`config.mk`:
```
export PLATFORM = sky130hd
export DESIGN_NAME = json_string_unescape_utf8
export DESIGN_NICKNAME = d
export VERILOG_FILES = /design/src/jsu_pkg.sv /design/src/jsu_decode.sv /design/src/jsu_emit.sv /design/src/json_string_unescape_utf8.sv
export SDC_FILE = /design/constraint.sdc
export NUM_CORES = 1
export LEC_CHECK = 0
export ABC_AREA = 1
export BUFFER_PORTS_ARGS = -buffer_cell sky130_fd_sc_hd__buf_2
export CORE_ASPECT_RATIO = 1.25
export CORE_MARGIN = 2
export CORE_UTILIZATION = 50
export DETAILED_ROUTE_END_ITERATION = 6
export PLACE_DENSITY = 0.67
export SLEW_MARGIN = 15
export SYNTH_ARGS = -nofsm -noshare
export SYNTH_HDL_FRONTEND = slang
export SYNTH_SLANG_ARGS = --single-unit
```
`constraint.sdc`:
```
create_clock -name clk -period 3.9 [get_ports clk]
set_input_delay 0.78 -clock clk [delete_from_list [all_inputs] [get_ports clk]]
set_output_delay 0.78 -clock clk [all_outputs]
set_load 0.01 [all_outputs]
```
`src/jsu_pkg.sv`:
```
package jsu_pkg;

	typedef struct packed {
		logic [7:0] in_byte;
		logic       string_end;
	} jsu_in_t;

	typedef struct packed {
		logic [7:0] out_byte;
		logic       run_last;
		logic       terminator;
	} jsu_out_t;

	typedef enum logic [2:0] {
		MODE_PLAIN = 3'd0,
		MODE_ESC   = 3'd1,
		MODE_HEX   = 3'd2,
		MODE_WAIT  = 3'd3,
		MODE_ESC2  = 3'd4,
		MODE_HEX2  = 3'd5
	} jsu_mode_t;

	// All results caused by one input byte: up to four UTF-8 bytes and a terminator.
	typedef struct packed {
		logic [4:0][7:0] bytes;
		logic [2:0]      cnt;
		logic            term;
	} jsu_group_t;

	typedef struct packed {
		logic [3:0][7:0] b;
		logic [2:0]      len;
	} jsu_utf8_t;

	typedef struct packed {
		logic       ok;
		logic [3:0] val;
	} jsu_hex_t;

	localparam logic [7:0]  CharBackslash = 8'h5C;
	localparam logic [7:0]  CharU         = 8'h75;
	localparam logic [5:0]  SurrHiTag     = 6'b110110;
	localparam logic [5:0]  SurrLoTag     = 6'b110111;
	localparam logic [20:0] SurrBase      = 21'h10000;
	localparam logic [2:0]  HexChars      = 3'd4;

	function automatic jsu_hex_t hex_digit(input logic [7:0] c);
		jsu_hex_t r;
		r.ok  = 1'b1;
		r.val = 4'd0;
		if (c >= 8'h30 && c <= 8'h39) begin
			r.val = 4'(c - 8'h30);
		end else if (c >= 8'h61 && c <= 8'h66) begin
			r.val = 4'(c - 8'h57);
		end else if (c >= 8'h41 && c <= 8'h46) begin
			r.val = 4'(c - 8'h37);
		end else begin
			r.ok = 1'b0;
		end
		return r;
	endfunction

	function automatic logic [7:0] esc_byte(input logic [7:0] c);
		logic [7:0] r;
		case (c)
			8'h6E: r = 8'h0A;
			8'h74: r = 8'h09;
			8'h72: r = 8'h0D;
			8'h62: r = 8'h08;
			8'h66: r = 8'h0C;
			default: r = c;
		endcase
		return r;
	endfunction

	function automatic jsu_utf8_t utf8_encode(input logic [20:0] cp);
		jsu_utf8_t r;
		r = '0;
		if (cp < 21'h80) begin
			r.b[0] = cp[7:0];
			r.len  = 3'd1;
		end else if (cp < 21'h800) begin
			r.b[0] = {3'b110, cp[10:6]};
			r.b[1] = {2'b10, cp[5:0]};
			r.len  = 3'd2;
		end else if (cp < 21'h10000) begin
			r.b[0] = {4'b1110, cp[15:12]};
			r.b[1] = {2'b10, cp[11:6]};
			r.b[2] = {2'b10, cp[5:0]};
			r.len  = 3'd3;
		end else begin
			r.b[0] = {5'b11110, cp[20:18]};
			r.b[1] = {2'b10, cp[17:12]};
			r.b[2] = {2'b10, cp[11:6]};
			r.b[3] = {2'b10, cp[5:0]};
			r.len  = 3'd4;
		end
		return r;
	endfunction

endpackage

```
`src/jsu_decode.sv`:
```
module jsu_decode (
	input  logic                clk,
	input  logic                arst_n,
	input  jsu_pkg::jsu_in_t    item,
	input  logic                advance,
	output jsu_pkg::jsu_group_t grp
);
	import jsu_pkg::*;

	jsu_mode_t  mode_q, mode_n;
	logic [15:0] hv_q, hv_n;
	logic [2:0]  hc_q, hc_n;
	logic        hs_q, hs_n;
	logic [9:0]  hsb_q, hsb_n;

	jsu_hex_t    dig;
	logic [15:0] th_val;
	logic        th_stop;
	logic [2:0]  th_cnt;
	logic        th_done;
	logic [20:0] pair_cp;
	jsu_utf8_t   enc;
	logic        use_enc;
	logic [20:0] enc_cp;

	always_ff @(posedge clk or negedge arst_n) begin
		if (!arst_n) begin
			mode_q <= MODE_PLAIN;
			hv_q   <= '0;
			hc_q   <= '0;
			hs_q   <= 1'b0;
			hsb_q  <= '0;
		end else if (advance) begin
			mode_q <= mode_n;
			hv_q   <= hv_n;
			hc_q   <= hc_n;
			hs_q   <= hs_n;
			hsb_q  <= hsb_n;
		end
	end

	always_comb begin
		dig     = hex_digit(item.in_byte);
		th_val  = hv_q;
		th_stop = hs_q;
		if (!hs_q) begin
			if (dig.ok) begin
				th_val = {hv_q[11:0], dig.val};
			end else begin
				th_stop = 1'b1;
			end
		end
		th_cnt  = hc_q + 3'd1;
		th_done = (th_cnt >= HexChars);
		pair_cp = {1'b0, hsb_q, th_val[9:0]} + SurrBase;
	end

	always_comb begin
		mode_n  = mode_q;
		hv_n    = hv_q;
		hc_n    = hc_q;
		hs_n    = hs_q;
		hsb_n   = hsb_q;
		grp     = '0;
		use_enc = 1'b0;
		enc_cp  = '0;
		case (mode_q)
			MODE_ESC, MODE_ESC2: begin
				mode_n = MODE_PLAIN;
				if (item.in_byte == CharU) begin
					mode_n = (mode_q == MODE_ESC2) ? MODE_HEX2 : MODE_HEX;
					hv_n   = '0;
					hc_n   = '0;
					hs_n   = 1'b0;
				end else begin
					grp.bytes[0] = esc_byte(item.in_byte);
					grp.cnt      = 3'd1;
				end
			end
			MODE_HEX: begin
				hv_n = th_val;
				hc_n = th_cnt;
				hs_n = th_stop;
				if (th_done) begin
					if (th_val[15:10] == SurrHiTag) begin
						hsb_n  = th_val[9:0];
						mode_n = MODE_WAIT;
					end else begin
						use_enc = 1'b1;
						enc_cp  = {5'd0, th_val};
						mode_n  = MODE_PLAIN;
					end
				end
			end
			MODE_WAIT: begin
				if (item.in_byte != CharBackslash) begin
					grp.bytes[0] = item.in_byte;
					grp.cnt      = 3'd1;
					mode_n       = MODE_PLAIN;
				end else begin
					mode_n = MODE_ESC2;
				end
			end
			MODE_HEX2: begin
				hv_n = th_val;
				hc_n = th_cnt;
				hs_n = th_stop;
				if (th_done) begin
					use_enc = 1'b1;
					enc_cp  = (th_val[15:10] == SurrLoTag) ? pair_cp : {5'd0, th_val};
					mode_n  = MODE_PLAIN;
				end
			end
			default: begin
				if (item.in_byte != CharBackslash) begin
					grp.bytes[0] = item.in_byte;
					grp.cnt      = 3'd1;
				end else begin
					mode_n = MODE_ESC;
				end
			end
		endcase

		enc = utf8_encode(enc_cp);
		if (use_enc) begin
			grp.bytes[3:0] = enc.b;
			grp.cnt        = enc.len;
		end

		if (item.string_end) begin
			grp.bytes[grp.cnt] = 8'h00;
			grp.cnt            = grp.cnt + 3'd1;
			grp.term           = 1'b1;
			mode_n             = MODE_PLAIN;
			hv_n               = '0;
			hc_n               = '0;
			hs_n               = 1'b0;
			hsb_n              = '0;
		end
	end

endmodule

```
`src/jsu_emit.sv`:
```
module jsu_emit (
	input  logic                clk,
	input  logic                arst_n,
	input  logic                grp_valid,
	input  jsu_pkg::jsu_group_t grp,
	output logic                advance,
	output logic                out_valid,
	input  logic                out_stall,
	output jsu_pkg::jsu_out_t   out_data
);
	import jsu_pkg::*;

	jsu_group_t grp_q;
	logic       valid_q;
	logic [2:0] idx_q;
	logic       last;
	logic       xfer;

	assign last      = (idx_q == grp_q.cnt - 3'd1);
	assign xfer      = valid_q && !out_stall;
	assign advance   = grp_valid && (!valid_q || (xfer && last));
	assign out_valid = valid_q;

	always_comb begin
		out_data.out_byte   = grp_q.bytes[idx_q];
		out_data.run_last   = last;
		out_data.terminator = grp_q.term && last;
	end

	always_ff @(posedge clk or negedge arst_n) begin
		if (!arst_n) begin
			valid_q <= 1'b0;
			idx_q   <= '0;
		end else if (advance) begin
			valid_q <= (grp.cnt != 3'd0);
			idx_q   <= '0;
		end else if (xfer) begin
			if (last) begin
				valid_q <= 1'b0;
			end
			idx_q <= idx_q + 3'd1;
		end
	end

	always_ff @(posedge clk) begin
		if (advance) begin
			grp_q <= grp;
		end
	end

	a_idx_in_group: assert property (@(posedge clk) disable iff (!arst_n)
		valid_q |-> (idx_q < grp_q.cnt))
		else $error("result index beyond group size");

	a_term_is_last_zero: assert property (@(posedge clk) disable iff (!arst_n)
		(valid_q && out_data.terminator) |-> (out_data.run_last && out_data.out_byte == 8'h00))
		else $error("terminator is not the last zero byte");

	a_stall_holds_idx: assert property (@(posedge clk) disable iff (!arst_n)
		(valid_q && out_stall) |=> (valid_q && $stable(idx_q)))
		else $error("stalled result moved");

	a_advance_needs_room: assert property (@(posedge clk) disable iff (!arst_n)
		advance |-> (!valid_q || (xfer && last)))
		else $error("group overwritten before drained");

endmodule

```
`src/json_string_unescape_utf8.sv`:
```
// JSON string body unescaper with UTF-8 output.
// The byte channel (byte_valid, byte_stall, byte_data) takes one raw byte of a
// string body per transfer; string_end marks the final byte of a string.
// The text channel (text_valid, text_stall, text_data) gives one output byte per
// transfer, with run_last on the last byte caused by an input byte and
// terminator on the zero byte that closes each string.
// An input byte waits in an input register, is decoded in one pass into a group
// of up to five result bytes, and that group is held in a result register and
// drained one byte per cycle while text_stall is low. The first result of a
// byte appears once it has passed both registers. The block takes one input
// byte per cycle while each byte gives at most one result and text_stall is low;
// a byte that gives several results holds the byte channel until they drain
// through the single output port. Bytes that give no result (a backslash, hex
// digits) do not hold it. Reset clears both valid flags and returns the decoder
// to plain text mode. When the receiver stalls, the current result holds, the
// next group waits in the input register, and byte_stall rises once it is full.
module json_string_unescape_utf8 (
	input  logic              clk,
	input  logic              arst_n,
	input  logic              byte_valid,
	output logic              byte_stall,
	input  jsu_pkg::jsu_in_t  byte_data,
	output logic              text_valid,
	input  logic              text_stall,
	output jsu_pkg::jsu_out_t text_data
);
	import jsu_pkg::*;

	logic       valid_s1;
	jsu_in_t    item_s1;
	logic       advance;
	logic       accept;
	jsu_group_t grp;

	assign byte_stall = valid_s1 && !advance;
	assign accept     = byte_valid && !byte_stall;

	always_ff @(posedge clk or negedge arst_n) begin
		if (!arst_n) begin
			valid_s1 <= 1'b0;
		end else if (accept) begin
			valid_s1 <= 1'b1;
		end else if (advance) begin
			valid_s1 <= 1'b0;
		end
	end

	always_ff @(posedge clk) begin
		if (accept) begin
			item_s1 <= byte_data;
		end
	end

	jsu_decode u_decode (
		.clk     (clk),
		.arst_n  (arst_n),
		.item    (item_s1),
		.advance (advance),
		.grp     (grp)
	);

	jsu_emit u_emit (
		.clk       (clk),
		.arst_n    (arst_n),
		.grp_valid (valid_s1),
		.grp       (grp),
		.advance   (advance),
		.out_valid (text_valid),
		.out_stall (text_stall),
		.out_data  (text_data)
	);

endmodule
```
==> results of run 1 <==
kinds of logic after synthesis:
kind of cell    count (synthesis)  synth area share
fa+ha+maj                       9           0.02203
simple gates                  307            0.2891
flops                          80            0.4328
compound gates                125            0.1479
xor+xnor                        9           0.01542
buf+inv                       121           0.09278
metal layers:
metal	vias up	wire, um
met2	96	7043
met3	33	419
li1	2252	-
met1	2120	5822
met4	0	425
met5	-	0
per-stage QoR:
step,std cells,instance area [um2],worst slack [ns]
2_1_floorplan,651,5114,0.4873
3_3_place_gp,804,5440,0.2356
3_5_place_dp,804,5440,0.05470
4_1_cts,820,5722,0.02146
5_1_grt,830,5851,-0.01739
6_report,830,5851,0.2744
report_power, final:
| part | internal, mW | total, mW | switching, mW |
|---|---|---|---|
| clock | 0.493 | 0.810 | 0.318 |
| combinational | 0.403 | 1.18 | 0.774 |
| sequential | 1.17 | 1.35 | 0.182 |
worst max-delay path by stage:
stage	to	cells past startpoint	startpoint	slack (ns)
2_1_floorplan	u_decode.hs_q$_DFFE_PN0P_	18	u_emit.grp_q[1]$_DFFE_PP_	0.49
5_1_grt	u_emit.out_valid$_DFFE_PN0P_	25	item_s1[1]$_DFFE_PP_	-0.02
4_1_cts	u_emit.out_valid$_DFFE_PN0P_	23	item_s1[1]$_DFFE_PP_	0.02
3_3_place_gp	u_emit.out_valid$_DFFE_PN0P_	23	item_s1[2]$_DFFE_PP_	0.24
6_report	u_emit.out_valid$_DFFE_PN0P_	27	item_s1[1]$_DFFE_PP_	0.27
3_5_place_dp	u_emit.out_valid$_DFFE_PN0P_	23	item_s1[1]$_DFFE_PP_	0.05
state kept, by name (all words and copies together) (netlist names):
| register | cells |
|---|---|
| u_decode.hv_q | 16 |
| u_emit.out_valid | 1 |
| u_decode.hsb_q | 10 |
| u_decode.hs_q | 1 |
| u_decode.hc_q | 3 |
| u_emit.idx_q | 3 |
| item_s1 | 9 |
| valid_s1 | 1 |
| u_decode.mode_q | 3 |
| u_emit.grp_q | 33 |
what timing repair did:
item,in CTS,in global routing
setup buffers,0,10
resized for setup,0,11
endpoints found under the setup margin,0,12
final cells by class:
type	count	area, um2
clock buffer	12	236.5
fill	922	4153
clock inverter	4	45.04
multi-input combinational	450	2486
inverter	105	394.1
sequential	80	2212
timing repair buffer	50	315.3
tap	129	161.4
worst min-delay path, delay by kind of cell, from the launching register on:
| kind | cells | cell delay [ns] |
|---|---|---|
| compound gates | 1 | 0.05 |
| simple gates | 1 | 0.06 |
| flops | 1 | 0.34 |
cells in the mapped netlist, types with 2 or more instances:
cell                        instances
sky130_fd_sc_hd__xor2_1             5
sky130_fd_sc_hd__inv_1             90
sky130_fd_sc_hd__nand2_2           19
sky130_fd_sc_hd__inv_2             11
sky130_fd_sc_hd__a211oi_1           4
sky130_fd_sc_hd__a32oi_1            2
sky130_fd_sc_hd__xnor2_1            4
sky130_fd_sc_hd__clkinv_1           4
sky130_fd_sc_hd__nand2_1          126
sky130_fd_sc_hd__o31ai_1            8
sky130_fd_sc_hd__o211ai_1           5
sky130_fd_sc_hd__nand3b_1           2
sky130_fd_sc_hd__nor2_2             2
sky130_fd_sc_hd__nor2_8             2
sky130_fd_sc_hd__nor2_1            84
sky130_fd_sc_hd__nand3_4            3
sky130_fd_sc_hd__edfxtp_1          42
sky130_fd_sc_hd__nand4_1            6
sky130_fd_sc_hd__a22o_1             3
sky130_fd_sc_hd__a22oi_1            4
sky130_fd_sc_hd__o2111ai_1          6
sky130_fd_sc_hd__nor3_1            13
sky130_fd_sc_hd__nor2_4             4
sky130_fd_sc_hd__o21ai_1            5
sky130_fd_sc_hd__dfrtp_1           38
sky130_fd_sc_hd__nand3_1           32
sky130_fd_sc_hd__clkbuf_1           7
sky130_fd_sc_hd__o22ai_1            8
sky130_fd_sc_hd__ha_1               9
sky130_fd_sc_hd__o21ai_0           50
sky130_fd_sc_hd__nand3_2            5
sky130_fd_sc_hd__buf_2              7
sky130_fd_sc_hd__nand2_4            6
sky130_fd_sc_hd__a21oi_1           24
placed cells by master (no fill, tap or decap), types with 5 or more instances in the layout:
| master | Yosys | final |
|---|---|---|
| sky130_fd_sc_hd__nand2_1 | 126 | 125 |
| sky130_fd_sc_hd__inv_1 | 90 | 89 |
| sky130_fd_sc_hd__nor2_1 | 84 | 82 |
| sky130_fd_sc_hd__o21ai_0 | 50 | 49 |
| sky130_fd_sc_hd__edfxtp_1 | 42 | 42 |
| sky130_fd_sc_hd__dfrtp_1 | 38 | 38 |
| sky130_fd_sc_hd__nand3_1 | 32 | 32 |
| sky130_fd_sc_hd__buf_4 | 1 | 26 |
| sky130_fd_sc_hd__a21oi_1 | 24 | 24 |
| sky130_fd_sc_hd__buf_2 | 7 | 24 |
| sky130_fd_sc_hd__nand2_2 | 19 | 20 |
| sky130_fd_sc_hd__nor3_1 | 13 | 13 |
| sky130_fd_sc_hd__inv_2 | 11 | 12 |
| sky130_fd_sc_hd__clkbuf_16 | 0 | 9 |
| sky130_fd_sc_hd__o22ai_1 | 8 | 8 |
| sky130_fd_sc_hd__o31ai_1 | 8 | 8 |
| sky130_fd_sc_hd__ha_1 | 9 | 8 |
| sky130_fd_sc_hd__nand3_4 | 3 | 7 |
| sky130_fd_sc_hd__o21ai_1 | 5 | 6 |
| sky130_fd_sc_hd__nand4_1 | 6 | 6 |
| sky130_fd_sc_hd__o2111ai_1 | 6 | 6 |
| sky130_fd_sc_hd__nand2_4 | 6 | 5 |
| sky130_fd_sc_hd__nor2_4 | 4 | 5 |
| sky130_fd_sc_hd__xor2_1 | 5 | 5 |
| sky130_fd_sc_hd__o211ai_1 | 5 | 5 |
==> run summary, run 1 <==
CTS built an H-tree with a depth of 3. The mean area per synthesized cell was 7.851 um2; the number of global-route vias before repair was 4276. Count of mapped cells out of synthesis: 651. The slack of the worst reg-to-reg path was 0.27 ns. The run finished with clean final reports. The logs give 0 for the number of pins with negative max-slew slack in the final report and 0.9455 for the final weighted congestion in routability-driven placement. The setup violation total in the final timing report is 0.

The overall die height came out at 117.0 um. In this run the most critical hold path is launched from u_decode.hsb_q[5]$_DFFE_PN0P_. The final hold violation count came out at 0. Wire length of the first global-routing pass: 22.09 mm. The number of antenna violations at the first check in global routing came out at 0. The number of DRC markers in iteration 0 was 285; the mean routed wirelength per cell was 16.52 um. In the routed design, unresolved DRC markers number 0. The tools report the worst hold slack after final layout as 0.4867 ns. Worst-case hold path end point: u_decode.hsb_q[5]$_DFFE_PN0P_.

The headroom to the max-slew limit was 0.3725; the number of enable flip-flop cells after synthesis was 42. The worst path in the final design needs a cycle of 3.626 ns, including I/O delays and setup. The met3 demand-to-capacity share in global routing is 0.04417. For the final database, setup skew stands at 0.007935 ns. The design draws 3.341 mW.

The run gives 0 as the sum of overflow across all layers after global routing. The buffering stage count on the worst path with inverters included was 4; the number of distinct library cell variants in the gate-level netlist after synthesis was 45. The I/O pin total was 25. After clock tree synthesis, the flow added hold-fix buffers numbering 0.

Timing would allow up to 275.8 MHz. The tools report the startpoint of the lowest-slack register-to-register path as item_s1[1]$_DFFE_PP_. The worst hold-check path type was reg -> reg. The total inserted antenna cells was 0. IR analysis of the VDD net gives a maximum drop of 0.3056 mV.

The most numerous cell type found on the critical path is sky130_fd_sc_hd__nand2_2. Effective utilization at floorplan: 0.5109. The tools report the pin count of the biggest net entering global routing as 39.

In the final design database the tool counted 718 nets. Clock tree synthesis found a total of 80 sinks. The run gives 2 as the maximum number of buffers from clock root to sink. Endpoint type of the worst setup path: a flip-flop. Power spread over the standard cell area amounts to 571.0 nW/um2. On the worst path, the slowest cell contributes a delay of 0.45 ns. The overall fraction of global-route tracks in use was 0.2665. The run gives 5 as the iteration count of the initial detailed-routing pass.

The master cell of the clock root buffer is sky130_fd_sc_hd__clkbuf_16. For the number of standard-cell rows in the floorplan, the log shows 41. The fraction of final layout cells sized beyond drive strength 1 came out at 0.1783.

The logs give 0 for the number of nets with antenna violations after routing and 0.4328 for the sequential area share after synthesis. The slowest stage of the critical path is the sky130_fd_sc_hd__edfxtp_1 cell. The later pin in the worst-skew pair is clocked with a latency of 0.34 ns.

For the required time reported for the critical path endpoint, the log shows 4.13 ns. After synthesis, the cell types taking the most area are sky130_fd_sc_hd__edfxtp_1 25%, sky130_fd_sc_hd__dfrtp_1 19%, sky130_fd_sc_hd__nand2_1 9.3%. TritonCTS built the clock tree. Synthesis produced a netlist with a net count of 673.

The met2 track demand over resource was 0.4762. The tools report the global routing usage on met1 as 0.3219. The cell area after synthesis came out at 5111 um2. The area growth from synthesis to layout is 14.47%.

The max-capacitance violation count is 0, and the final routed wirelength across all metal layers is 13.71 mm. The fraction of registers with async set/reset was 0.4750; the worst-case reg-to-reg path depth was 27. The worst setup path is launched from a flip-flop. For this run, the leading register cell type out of synthesis is sky130_fd_sc_hd__edfxtp_1. The final period utilization works out to 0.9296. The die outline area was 11050 um2.

The run gives 0.5849 as the final standard cell utilization of the core. Reg-to-reg critical path endpoint: u_emit.out_valid$_DFFE_PN0P_. Counting flops and latches in the post-synthesis netlist gives 80. The Yosys step of the flow raised 0 warnings. The largest driver fanout on the critical path is 8. After clock tree synthesis, the clock-pin slew on the worst setup and hold paths is 0.06 ns. By startpoint and endpoint, the worst setup path is classified as reg -> reg.

The area share of the largest cell type after synthesis was 0.2468; the critical path data arrival time was 3.86 ns. Slew at the pin with the worst max-slew slack: 0.9413 ns. In this run the tool buffered the top-level ports with 24 buffer cells. For the core footprint, the log shows 10000 um2. The largest total area in the synthesized netlist belongs to sky130_fd_sc_hd__edfxtp_1. Detailed placement finished with a half-perimeter wire length of 10.67 mm. The hold-critical path depth is 2. The most heavily used metal layer in global routing is met2.

Summing over every cut layer, the via total after detailed routing is 4501. Measured along the x axis, the die boundary spans 94.43 um. The total negative setup slack came out at 0 ns.

Family of cells with the greatest summed delay on the critical path: simple AND/OR/NAND/NOR gates. Clock tree synthesis inserted a total of 9 buffers. Dividing the detail-routed via count by the number of cells gives 5.423. Leakage power summed over all cells: 2.650 nW.
Power figures use the tool's default switching activity.
==> run 2, diff against run 1 <==
--- a/config.mk
+++ b/config.mk
@@ -6,7 +6,7 @@
 export NUM_CORES = 1
 export LEC_CHECK = 0
 export ABC_AREA = 1
-export BUFFER_PORTS_ARGS = -buffer_cell sky130_fd_sc_hd__buf_2
+export BUFFER_PORTS_ARGS = -buffer_cell sky130_fd_sc_hd__buf_4
 export CORE_ASPECT_RATIO = 1.25
 export CORE_MARGIN = 2
 export CORE_UTILIZATION = 50
==> constraint.sdc (replaced) <==
create_clock -name clk -period 3.9 [get_ports clk]
set_input_delay 0.78 -clock clk [delete_from_list [all_inputs] [get_ports clk]]
set_output_delay 0.78 -clock clk [all_outputs]
set_load 0.1 [all_outputs]
==> run 2 against run 1 <==
Wire length increased by 0.48%. Die area did not move. Total power grew 21%. Non-clock buffer count is 1 lower. Global-route usage is 0.69 points lower. Sequential share of layout area down 0.60 points. Combinational power rose by 53%. Largest power group is now combinational logic. Highest routed layer unchanged.
==> run summary, run 2 (synthesized netlist as in run 1, its figures left out) <==
The run finished with clean final reports. The tools report the effective utilization at floorplan as 0.5109 (unchanged). The type of the worst setup path is reg -> reg. For the internal power of the cells, the log shows 2.173 mW (+5.1%). Broken down by cell family, the worst path's largest delay share belongs to simple AND/OR/NAND/NOR gates. The core footprint was 10000 um2 (unchanged); the setup clock skew after layout was 0.01396 ns (+0.006023 ns). Total of buffers placed on input and output ports: 24 (unchanged).

The total inserted antenna cells came out at 0 (unchanged). The run gives 717 (-0.14%) as the final layout net count. For the final weighted congestion in routability-driven placement, the log shows 0.9146 (-3.3%). The number of placed cells counting well taps was 801 (-0.37%); the final hold violation count was 0 (unchanged). The most common cell after layout, fill and taps aside was sky130_fd_sc_hd__nand2_1. The clock insertion delay at the later pin of the skew report was 0.35 ns (about the same); the via-per-instance ratio was 5.559 (+2.5%). The sum of overflow across all layers after global routing came out at 0 (unchanged). Leaving out fill and tap cells, the most frequent cells in the layout are 125 x sky130_fd_sc_hd__nand2_1, 89 x sky130_fd_sc_hd__inv_1, 81 x sky130_fd_sc_hd__nor2_1.

The total via count after detailed routing came out at 4608 (+2.4%). In this run the critical register-to-register path is launched from item_s1[2]$_DFFE_PP_. The required time reported for the critical path endpoint is 4.14 ns (about the same). Number of DRC markers in iteration 0: 343 (+20%). The total CTS buffers is 9 (unchanged), and the clock input transition at the sequential cells of the worst setup and hold paths is 0.06 ns (about the same). The die outline area was 11050 um2 (unchanged); the slack of the worst reg-to-reg path was 0.22 ns (-0.06 ns). Maximum number of buffers from clock root to sink: 2 (unchanged). The logs give 5 (unchanged) for the iteration count of the initial detailed-routing pass and 0 (unchanged) for the quantity of hold-fixing buffers added after cts.

Worst hold-check path type: in -> async. Critical path depth: 23 (-15%). For the number of global-route vias before repair, the log shows 4184 (-2.2%). The power consumption is 4.032 mW (+21%), and the final routed wirelength across all metal layers is 13.78 mm (+0.48%). The largest registers in the layout are u_emit.grp_q: 33 flops, u_decode.hv_q: 16 flops, u_decode.hsb_q: 10 flops.

The worst hold slack after final layout is 0.4066 ns (-0.08011 ns). STA classifies the critical path startpoint as a flip-flop. Timing-limited maximum frequency: 271.6 MHz (-1.5%).

The die width is 94.43 um (unchanged). The overall fraction of global-route tracks in use is 0.2597 (-0.006857). The fraction of final layout cells sized beyond drive strength 1 is 0.1814 (+0.003112), and the worst-case reg-to-reg path depth is 23 (-15%). The tools report the relative contribution of the clock network to total power as 0.218 (-0.025). The slew at the pin with the worst max-slew slack is 0.6520 ns (-0.2893 ns), and the headroom to the max-slew limit is 0.5641 (+0.1916).

The worst register-to-register path ends at u_emit.out_valid$_DFFE_PN0P_. For the peak ir drop on the vdd network, the log shows 0.3273 mV (+7.1%). The number of pins with negative max-slew slack in the final report came out at 0 (unchanged). The final standard cell utilization of the core came out at 0.5942 (+0.009380).

Register with the most flip-flops: u_emit.grp_q. The final period utilization works out to 0.9440 (+0.01435). The run gives 0.2184 ns (-0.05595 ns) as the setup slack of the critical path after layout. The slowest stage of the critical path is the sky130_fd_sc_hd__edfxtp_1 cell. The count of clock tree sinks was 80 (unchanged).

The largest stage delay on the critical path was 0.45 ns (about the same). Compared with the post-synthesis result, the final layout area differs by 16.30%. The logs give 0 (unchanged) for the residual DRC count and 3.92 ns (+0.06 ns) for the critical path data arrival time. The depth of the CTS H-tree is 3 (unchanged). The I/O pin total came out at 25 (unchanged). The tools report the endpoint type of the worst setup path as a flip-flop. The number of standard-cell rows in the floorplan is 41 (unchanged), and the switching power is 1.859 mW (+46%). The number of nets with antenna violations after routing was 0 (unchanged); the overall die height was 117.0 um (unchanged).

The placement-stage worst setup slack was -0.03459 ns (-0.08929 ns); the final period demand of the worst path was 3.682 ns (+0.05595 ns). The setup violation total in the final timing report was 0 (unchanged). Cell occurring most often along the worst timing path: sky130_fd_sc_hd__nand2_1.

The wire length of the first global-routing pass is 21.44 mm (-2.9%), and the detailed-placement wirelength estimate is 10.55 mm (-1.1%). The part of the power in combinational logic is 0.447 (+0.095), and the post-route non-filler standard cell count is 829 (-0.12%). The signal on the critical path passes through inv_1 > ha_1 > nor2_1 > o21ai_1 > nand4_2 > nand3_4 > nand2_4 > buf_4 > o21ai_0 > nor2_1 > o31ai_2 > nand2_1 > inv_2 > nand3_4 > nand2_2 > nand2_2 > inv_1 > ha_1 > nand2_1 > xnor2_1 > nand3b_1 > o21bai_2 > nand2_1.

TritonCTS built the clock tree. The tools report the sequential share of power as 0.335 (-0.070). For the pin count of the biggest net entering global routing, the log shows 39 (unchanged). Number of antenna violations at the first check in global routing: 0 (unchanged). The mean routed wirelength per cell was 16.62 um (+0.60%); the net switching share of the total power was 0.4612 (+0.07994). The buffering stage count on the worst path with inverters included is 4 (unchanged). The largest driver fanout on the critical path was 18 (+10); the max-capacitance violation count was 0 (unchanged). The tree is rooted in a sky130_fd_sc_hd__clkbuf_16. For the leakage power summed over all cells, the log shows 2.686 nW (+1.4%). Flip-flop count of the largest register, all copies and words added: 33 (unchanged).

The cell area power density works out to 678.3 nW/um2 (+19%).
run 2: changes by cell type in the layout (fill, tap and decap cells not counted), moves of 2 or more:
cell                        change
sky130_fd_sc_hd__buf_2         -24
sky130_fd_sc_hd__buf_4         +23
sky130_fd_sc_hd__clkbuf_1       -2
sky130_fd_sc_hd__clkbuf_16      +3
run 2: worst max path at each step:
stage                         startpoint                           end  slack, ns
6_report            item_s1[2]$_DFFE_PP_  u_emit.out_valid$_DFFE_PN0P_       0.22
5_1_grt             item_s1[2]$_DFFE_PP_  u_emit.out_valid$_DFFE_PN0P_      -0.03
4_1_cts             item_s1[1]$_DFFE_PP_  u_emit.out_valid$_DFFE_PN0P_       0.06
3_5_place_dp        item_s1[1]$_DFFE_PP_  u_emit.out_valid$_DFFE_PN0P_      -0.03
3_3_place_gp        item_s1[1]$_DFFE_PP_  u_emit.out_valid$_DFFE_PN0P_       0.07
2_1_floorplan  u_emit.grp_q[1]$_DFFE_PP_     u_decode.hs_q$_DFFE_PN0P_       0.47
run 2: power groups by stage:
| stage | registers [mW] | clock network (mW) | logic (mW) |
|---|---|---|---|
| after floorplan | 1.29 | 0 | 1.41 |
| after global routing | 1.38 | 0.929 | 1.94 |
| final | 1.35 | 0.879 | 1.80 |
| after CTS | 1.35 | 0.887 | 1.77 |
| after global placement | 1.36 | 0 | 1.73 |
| after detailed placement | 1.37 | 0 | 1.76 |
run 2: worst reg2reg max path, stage by stage, from the launching register on:
cell                       delay [ns]
sky130_fd_sc_hd__edfxtp_1        0.45
sky130_fd_sc_hd__inv_1           0.14
sky130_fd_sc_hd__ha_1            0.23
sky130_fd_sc_hd__nor2_1          0.06
sky130_fd_sc_hd__o21ai_1         0.14
sky130_fd_sc_hd__nand4_2         0.18
sky130_fd_sc_hd__nand3_4         0.16
sky130_fd_sc_hd__nand2_4         0.12
sky130_fd_sc_hd__buf_4           0.22
sky130_fd_sc_hd__o21ai_0         0.27
sky130_fd_sc_hd__nor2_1          0.11
sky130_fd_sc_hd__o31ai_2         0.25
sky130_fd_sc_hd__nand2_1         0.13
sky130_fd_sc_hd__inv_2           0.11
sky130_fd_sc_hd__nand3_4         0.10
sky130_fd_sc_hd__nand2_2         0.10
sky130_fd_sc_hd__nand2_2         0.06
sky130_fd_sc_hd__inv_1           0.05
sky130_fd_sc_hd__ha_1            0.13
sky130_fd_sc_hd__nand2_1         0.06
sky130_fd_sc_hd__xnor2_1         0.14
sky130_fd_sc_hd__nand3b_1        0.17
sky130_fd_sc_hd__o21bai_2        0.14
sky130_fd_sc_hd__nand2_1         0.06
run 2: cell type report:
class	count	area (um2)
clock buffer	13	304.0
inverter	105	394.1
tap	129	161.4
sequential	80	2212
multi-input combinational	450	2486
timing repair buffer	49	367.9
fill	919	4059
clock inverter	3	18.77
run 2: routing by layer:
metal  up-vias  GRT usage  routed length (um)
met3        39    0.04866                 714
met4         0     0.1324                 566
met5         -          0                   0
met1      2174     0.3106                5552
met2       157     0.4476                6942
li1       2238          -                   -
run 2: metrics by stage:
stage / setup TNS, ns / area, um2
after floorplan: 0 / 5114
after global placement: 0 / 5478
after detailed placement: -0.03459 / 5478
after CTS: 0 / 5803
after global routing: -0.02888 / 5944
final: 0 / 5944
run 2: timing repair:
action                                  in CTS  in global routing
setup buffers                                0                 12
pin swaps                                    0                  4
cloned                                       0                  0
endpoints found under the setup margin       1                  7
gates resized for setup                      2                 10
==> run 3, diff against run 2 <==
--- a/config.mk
+++ b/config.mk
@@ -10,6 +10,7 @@
 export CORE_ASPECT_RATIO = 1.25
 export CORE_MARGIN = 2
 export CORE_UTILIZATION = 50
+export CTS_BUF_LIST = sky130_fd_sc_hd__clkbuf_16
 export DETAILED_ROUTE_END_ITERATION = 6
 export PLACE_DENSITY = 0.67
 export SLEW_MARGIN = 15
==> run 3 against run 2 <==
Register-to-register slack hardly changed. Wire length up 0.12%. Clock power about the same. Count of clock-buffer cells in the layout decreased by 1. Via count up 0.37%. Non-clock buffer count unchanged. Core utilization unchanged.
==> run summary, run 3 (synthesized netlist as in run 1, its figures left out) <==
The cell area power density works out to 678.5 nW/um2 (about the same). The total via count after detailed routing was 4625 (+0.37%); the total of buffers placed on input and output ports was 24 (unchanged). The post-placement cell area is 5478 um2 (unchanged), and the number of global-route vias before repair is 4184 (unchanged).

The total negative setup slack was 0 ns (unchanged); the overall die height was 117.0 um (unchanged). The tools report the wire length of the first global-routing pass as 21.44 mm (unchanged). Traced cell by cell, the critical path runs through inv_1 > ha_1 > nor2_1 > o21ai_1 > nand4_2 > nand3_4 > nand2_4 > buf_4 > o21ai_0 > nor2_1 > o31ai_2 > nand2_1 > inv_2 > nand3_4 > nand2_2 > nand2_2 > inv_1 > ha_1 > nand2_1 > xnor2_1 > nand3b_1 > o21bai_2 > nand2_1. The peak ir drop on the vdd network is 0.3272 mV (about the same), and the required time reported for the critical path endpoint is 4.14 ns (about the same).

The number of DRC markers in iteration 0 was 343 (unchanged). In the final layout, the registers with the most flip-flops are u_emit.grp_q: 33 flops, u_decode.hv_q: 16 flops, u_decode.hsb_q: 10 flops. The iteration count of the initial detailed-routing pass is 6 (+1).

Total inserted antenna cells: 0 (unchanged). Setup violation total in the final timing report: 0 (unchanged). The tools report the met2 track demand over resource as 0.4476 (unchanged). For the met3 demand-to-capacity share in global routing, the log shows 0.04866 (unchanged). The buffering stage count on the worst path with inverters included was 4 (unchanged). Type of the worst setup path: reg -> reg.

In this design, the largest share of critical-path delay is due to simple AND/OR/NAND/NOR gates. The growth of design area from synthesis to finish is 16.30% (unchanged), and the fraction of final layout cells sized beyond drive strength 1 is 0.1814 (unchanged). The I/O pin total was 25 (unchanged); the mean routed wirelength per cell was 16.64 um (+0.12%).

The number of nets with antenna violations after routing came out at 0 (unchanged). The power consumption came out at 4.033 mW (about the same). The tools report the global routing usage on met1 as 0.3106 (unchanged). The count of clock tree sinks was 80 (unchanged); the clock insertion delay at the later pin of the skew report was 0.35 ns (about the same). The headroom to the max-slew limit is 0.5639 (about the same), and the effective utilization at floorplan is 0.5109 (unchanged). The top cell types in the final layout, fill and taps aside, are 125 x sky130_fd_sc_hd__nand2_1, 90 x sky130_fd_sc_hd__inv_1, 81 x sky130_fd_sc_hd__nor2_1. The number of pins with negative max-slew slack in the final report is 0 (unchanged). The die width was 94.43 um (unchanged). The flow ran to the end, and the final reports show no timing, DRC or antenna violations. The cell area after layout is 5944 um2 (unchanged). The run gives 10.55 mm (unchanged) as the detailed-placement wirelength estimate.

The clock input transition at the sequential cells of the worst setup and hold paths works out to 0.06 ns (about the same). The register with the most flip-flops is u_emit.grp_q. The slew at the pin with the worst max-slew slack works out to 0.6523 ns (+0.0002961 ns). The sum of overflow across all layers after global routing is 0 (unchanged), and the core footprint is 10000 um2 (unchanged).

The setup clock skew after layout is 0.01447 ns (+0.0005085 ns). The die outline area is 11050 um2 (unchanged). The worst setup path is launched from a flip-flop.

The total CTS buffers came out at 9 (unchanged). The overall fraction of global-route tracks in use came out at 0.2597 (unchanged). TritonCTS built the clock tree. The timing-limited maximum frequency is 271.4 MHz (about the same), and the final period utilization is 0.9446 (about the same). STA classifies the critical path endpoint as a flip-flop. The most heavily used metal layer in global routing was met2.

The run gives 0 (unchanged) as the max-capacitance violation count. The depth of the CTS H-tree was 3 (unchanged). The tools report the pin count of the biggest net entering global routing as 39 (unchanged). The cell occurring most often along the worst timing path was sky130_fd_sc_hd__nand2_1.

The tools report the residual DRC count as 0 (unchanged). Leaving out fill and tap cells, the most frequent cell in the layout is sky130_fd_sc_hd__nand2_1. The number of standard-cell rows in the floorplan was 41 (unchanged).

Cell with the largest stage delay on the worst path: sky130_fd_sc_hd__edfxtp_1. The logs give 0.9146 (unchanged) for the final weighted congestion in routability-driven placement and 717 (unchanged) for the final layout net count. The flip-flop count of the largest register, all copies and words added was 33 (unchanged).

The critical path data arrival time was 3.93 ns (about the same). The number of antenna violations at the first check in global routing is 0 (unchanged). The final period demand of the worst path is 3.684 ns (+0.002440 ns). In this run the worst hold path is classified as in -> async.

The largest driver fanout on the critical path came out at 18 (unchanged). The master cell of the clock root buffer was sky130_fd_sc_hd__clkbuf_16. The maximum number of buffers from clock root to sink is 2 (unchanged), and the final routed wirelength across all metal layers is 13.79 mm (+0.12%).

The worst hold slack after final layout was 0.4072 ns (+0.0006030 ns). The via-per-instance ratio came out at 5.579 (+0.37%). Leakage power summed over all cells: 2.690 nW (+0.15%).

Final hold violation count: 0 (unchanged). The largest stage delay on the critical path works out to 0.45 ns (about the same).
run 3: layout make-up:
| cell class | instances | area, um2 |
|---|---|---|
| Inverter | 105 | 394.1 |
| Timing Repair Buffer | 49 | 367.9 |
| Clock buffer | 12 | 300.3 |
| Multi-Input combinational cell | 450 | 2486 |
| Fill cell | 919 | 4059 |
| Tap cell | 129 | 161.4 |
| Clock inverter | 4 | 22.52 |
| Sequential cell | 80 | 2212 |
run 3: final timing paths:
| check | start | end | slack [ns] | cells after the start |
|---|---|---|---|---|
| min reg2reg | u_decode.hc_q[0]$_DFFE_PN0P_ | u_decode.hc_q[0]$_DFFE_PN0P_ | 0.49 | 1 |
| max reg2reg | item_s1[2]$_DFFE_PP_ | u_emit.out_valid$_DFFE_PN0P_ | 0.22 | 23 |
| min | arst_n | u_decode.hsb_q[7]$_DFFE_PN0P_ | 0.41 | 1 |
| max | item_s1[2]$_DFFE_PP_ | u_emit.out_valid$_DFFE_PN0P_ | 0.22 | 23 |
| max in group asynchronous | arst_n | u_decode.hsb_q[1]$_DFFE_PN0P_ | 3.12 | 1 |
| min in group clk | u_decode.hc_q[0]$_DFFE_PN0P_ | u_decode.hc_q[0]$_DFFE_PN0P_ | 0.49 | 1 |
run 3: layer usage:
metal	up-vias	share of wire
met5	-	0
met4	0	0.043
met3	44	0.048
met2	159	0.50
met1	2186	0.41
li1	2236	-
run 3: what timing repair did:
| action | 4_1_cts | 5_1_grt |
|---|---|---|
| pin swaps | 0 | 4 |
| gates resized for setup | 2 | 10 |
| setup endpoints to repair | 1 | 7 |
| hold buffers | 0 | 0 |
| buffers inserted | 0 | 12 |
run 3: where the power goes:
group          internal, mW  switching, mW  total (mW)
combinational         0.455           1.35        1.80
clock                 0.543          0.334       0.878
sequential             1.17          0.181        1.35
run 3: per-stage QoR:
step	cells	worst slack (ns)	utilization
floorplan	651	0.4655	-
global placement	801	0.06624	0.5476
detailed placement	801	-0.03459	0.5476
CTS	817	0.05796	0.5801
global route	829	-0.02857	0.5942
finish	829	0.2160	0.5942
